$ cat src/hw/rtl/bhpq_pkg.sv
`default_nettype none

package bhpq_pkg;

   localparam int DEF_CAPACITY  = 1024;
   localparam int VALUE_W       = 32;
   localparam int ENTRY_COUNT_W = 11;
   localparam int STATUS_W      = 2;

   // stream payload widths
   localparam int REQ_DATA_W = 32;
   localparam int RSP_DATA_W = 80;
   localparam int RSP_PAD_W  = RSP_DATA_W - 2 * VALUE_W - ENTRY_COUNT_W;

   typedef logic signed [VALUE_W-1:0]  value_type;
   typedef logic [STATUS_W-1:0]        status_type;

   // request kinds
   localparam logic MODE_INSERT = 1'b0;
   localparam logic MODE_POP    = 1'b1;

   // result status codes
   localparam status_type ST_DONE  = 2'd0;
   localparam status_type ST_EMPTY = 2'd1;
   localparam status_type ST_FULL  = 2'd2;

endpackage

`default_nettype wire

$ cat src/hw/rtl/bhpq_rank.sv
`default_nettype none

// shared ordering compare: a ranks above b under the selected order
module bhpq_rank import bhpq_pkg::*; (
   input  wire value_type a_val,
   input  wire value_type b_val,
   input  wire logic      order_max,
   output logic           above
);

   always_comb begin
      if (order_max) begin
         above = (a_val > b_val);
      end else begin
         above = (a_val < b_val);
      end
   end

endmodule

`default_nettype wire

$ cat config.mk
export PLATFORM = sky130hd
export DESIGN_NAME = bhpq_rank
export DESIGN_NICKNAME = d
export VERILOG_FILES = /design/src/hw/rtl/bhpq_pkg.sv /design/src/hw/rtl/bhpq_rank.sv
export SDC_FILE = /design/constraint.sdc
export NUM_CORES = 1
export LEC_CHECK = 0
export ABC_AREA = 1
export BUFFER_PORTS_ARGS = -buffer_cell sky130_fd_sc_hd__buf_2
export CAP_MARGIN = 15
export CELL_PAD_IN_SITES_DETAIL_PLACEMENT = 0
export CELL_PAD_IN_SITES_GLOBAL_PLACEMENT = 2
export CORE_MARGIN = 4
export CORE_UTILIZATION = 20
export DETAILED_ROUTE_END_ITERATION = 10
export GPL_TIMING_DRIVEN = 0
export PLACE_DENSITY_LB_ADDON = 0.15
export SYNTH_ARGS = -nofsm -noshare
export SYNTH_HDL_FRONTEND = slang
export SYNTH_SLANG_ARGS = --single-unit
$ cat constraint.sdc
create_clock -name vclk -period 1.7
set_input_delay 0.255 -clock vclk [all_inputs]
set_output_delay 0.255 -clock vclk [all_outputs]
set_load 0.05 [all_outputs]
==> flow_summary.yaml <==
grt:
  groute.usage.overall_pct: 7.65
  grt_pass1_wl_um: 4060
  grt_start_max_net_pins: 6
  overflow: 0
  grt_antenna_before_repair: 0
  via_count_of_the_first_global_routing_pass: 1113
hold_path:
  holdCritPathClass: "in -> out"
  hp-start: "order_max"
placed_design:
  post-place-cells: 267
  io_buffers: 66
  routabilityCongestion: 0.714
  dpl_cell_area_um2: 1350
  dp.final_hpwl_um: 2230
logic_synthesis:
  synthesis.instances: 149
  syn-num-nets: 246
  synth_most_common_cell: "sky130_fd_sc_hd__inv_1"
  synth_compound_gate_area_share_pct: 13.0
  synth_top_family_by_area: "adder cells"
  syn_area_per_cell_um2: 6.19
  mappedNetlistArea_um2: 922
  yosys_warnings: 0
  share_of_synthesized_area_spent_on_multiplexers_pct: 0
  synthXorXnorAreaFrac_pct: 0
  synth.largest_area_cell: "sky130_fd_sc_hd__ha_1"
  synth.area.top_cells: "sky130_fd_sc_hd__ha_1 (43%), sky130_fd_sc_hd__inv_1 (17%), sky130_fd_sc_hd__nand2_1 (14%)"
  synth_adder_area_share_pct: 43.4
  synthSimpleGateAreaFrac_pct: 26.9
  synth.yosys.seq_area_share_pct: 0
  post_synth_num_cell_types: 16
  post_synth_most_frequent_cells: "sky130_fd_sc_hd__inv_1 (41), sky130_fd_sc_hd__nand2_1 (34), sky130_fd_sc_hd__ha_1 (32)"
  area_share_of_the_largest_cell_type_after_synthesis_pct: 43.4
timing:
  timing.final.max_slew_violations: 0
  maxSlewHeadroom_pct: 84.0
  tightest_slew_ns: 0.238
  setup_ws_ns: -0.320
  setup_total_negative_slack_ns: -0.320
  timing.final.crit_share_pct: 119
  finalWorstPathRequiredPeriod_ns: 2.02
  setup_repair_after_global_routing_missed_its_margin: "true"
  timing.final.setup_violations: 1
  hold_viol_final: 0
  achievable-frequency_mhz: 495
setup_path:
  crit_path_start_kind: "primary input"
  worst_setup_end_kind: "output port"
  cp.arrival_ns: 1.77
  crit_path_start: "a_val[21]"
  worst_ep_required_time_ns: 1.44
  critical_path.max_fanout: 3
  critPathKind: "in -> out"
routing:
  route.detailed.wl_per_inst_um: 8.65
  first_iter_violations: 7
  antenna_left: 0
  routed_wirelength_um: 2310
  number_of_vias_in_the_routed_layout: 1091
  detailedRoute.firstPassIterationCount: 4
  drt-vias-per-instance: 4.09
  drc_errors: 0
cells_and_area:
  final_nets: 314
  antenna-diode-count: 0
  multi_input_comb_area_um2: 802
  layout.cell_area.non_filler_um2: 1360
  fillers: 497
  post_route_cells_drive_above_1_share_pct: 37.7
  clock_buffer_count: 0
  flip_flop_and_latch_count: 0
  post_layout_nonfiller_instances: 267
  ff_latch_area_um2: 0
  syn2layout_area_growth_pct: 47.6
  finish.utilization_pct: 30.8
clock_tree:
  ctsHoldBuffers: 0
pwr:
  p_int_uw: 154
  clockPowerShare_pct: 0
  power.switching_uw: 160
  power.leakage_uw: 0.000894
  comb_power_share_pct: 100.0
  power_per_cell_area_nw_per_um2: 230
  swShare_pct: 50.9
  seqPwrFrac_pct: 0
  vdd.ir_drop.worst_v: 0.0000665
die:
  design.portCount: 66
  cell_row_count: 24
  initial_utilization_pct: 20.9
  die-area_um2: 5760
  die-height_um: 75.9
  floorplan.die.width_um: 75.9
  core_area_um2: 4410
status:
  run_status: "finished, violations left"
  violations: "setup timing"
flow_run:
  max_cap_viol_count: 0
-- kinds of logic (layout without fill, tap and decap cells) --
family	count (synthesis)	after routing
buffers and inverters	41	107
adders and majority gates	32	32
AOI/OAI and AO/OA	21	21
and+or+nand+nor	55	55
-- stage by stage --
step           total power (µW)  hold WS [ns]  worst slack (ns)
6_report                    313         0.988            -0.320
2_1_floorplan               190         0.837            -0.100
3_3_place_gp                299          1.06            -0.388
4_1_cts                     317         0.978            -0.328
3_5_place_dp                308          1.06            -0.424
5_1_grt                     368          1.03            -0.484
-- worst paths after layout --
path | end | depth (start not counted)
worst max-delay path | above | 12
worst min-delay path | above | 5
-- worst max-delay path, stage by stage --
cell                         delay, ns
sky130_fd_sc_hd__buf_2            0.10
sky130_fd_sc_hd__ha_1             0.30
sky130_fd_sc_hd__a21oi_1          0.16
sky130_fd_sc_hd__o21a_1           0.13
sky130_fd_sc_hd__nand2_1          0.06
sky130_fd_sc_hd__a21oi_2          0.19
sky130_fd_sc_hd__nand2_2          0.07
sky130_fd_sc_hd__nand2_1          0.07
sky130_fd_sc_hd__nand3_1          0.08
sky130_fd_sc_hd__nand2_2          0.10
sky130_fd_sc_hd__clkinvlp_4       0.09
sky130_fd_sc_hd__buf_6            0.15
-- cell type report --
class | instances | share of cell area, %
inverters | 41 | 11.6
multi-input cells | 108 | 58.9
repair buffers | 66 | 24.7
well taps | 52 | 4.78
-- layer usage --
metal | up-vias | GRT usage (%) | wire length [µm]
met4 | 0 | 0 | 0
met2 | 33 | 16.4 | 1260
met5 | - | 0 | 0
met1 | 454 | 8.09 | 891
li1 | 604 | - | -
met3 | 0 | 0.829 | 160
-- power by group through the flow --
stage	logic (µW)	clock network (µW)	registers, µW
after floorplan	190	0	0
after CTS	317	0	0
after detailed placement	308	0	0
after global placement	299	0	0
after global routing	368	0	0
final	313	0	0
-- layout by cell type (no fill, tap or decap), drive strengths merged --
| cell | count |
|---|---|
| nand4 | 2 |
| nor4 | 1 |
| buf | 66 |
| o21ai | 3 |
| nor2 | 9 |
| ha | 32 |
| a21o | 2 |
| nand2 | 38 |
| clkinvlp | 1 |
| inv | 40 |
| a21oi | 14 |
| o21a | 2 |
| nand3 | 5 |
-- what timing repair did --
item / 4_1_cts / 5_1_grt
setup buffers: 0 / 0
resized for setup: 3 / 2
endpoints found under the setup margin: 1 / 1
endpoints found under the hold margin: 0 / 0
pin swaps: 2 / 1
Note: power is estimated with default switching activity, not from simulation.
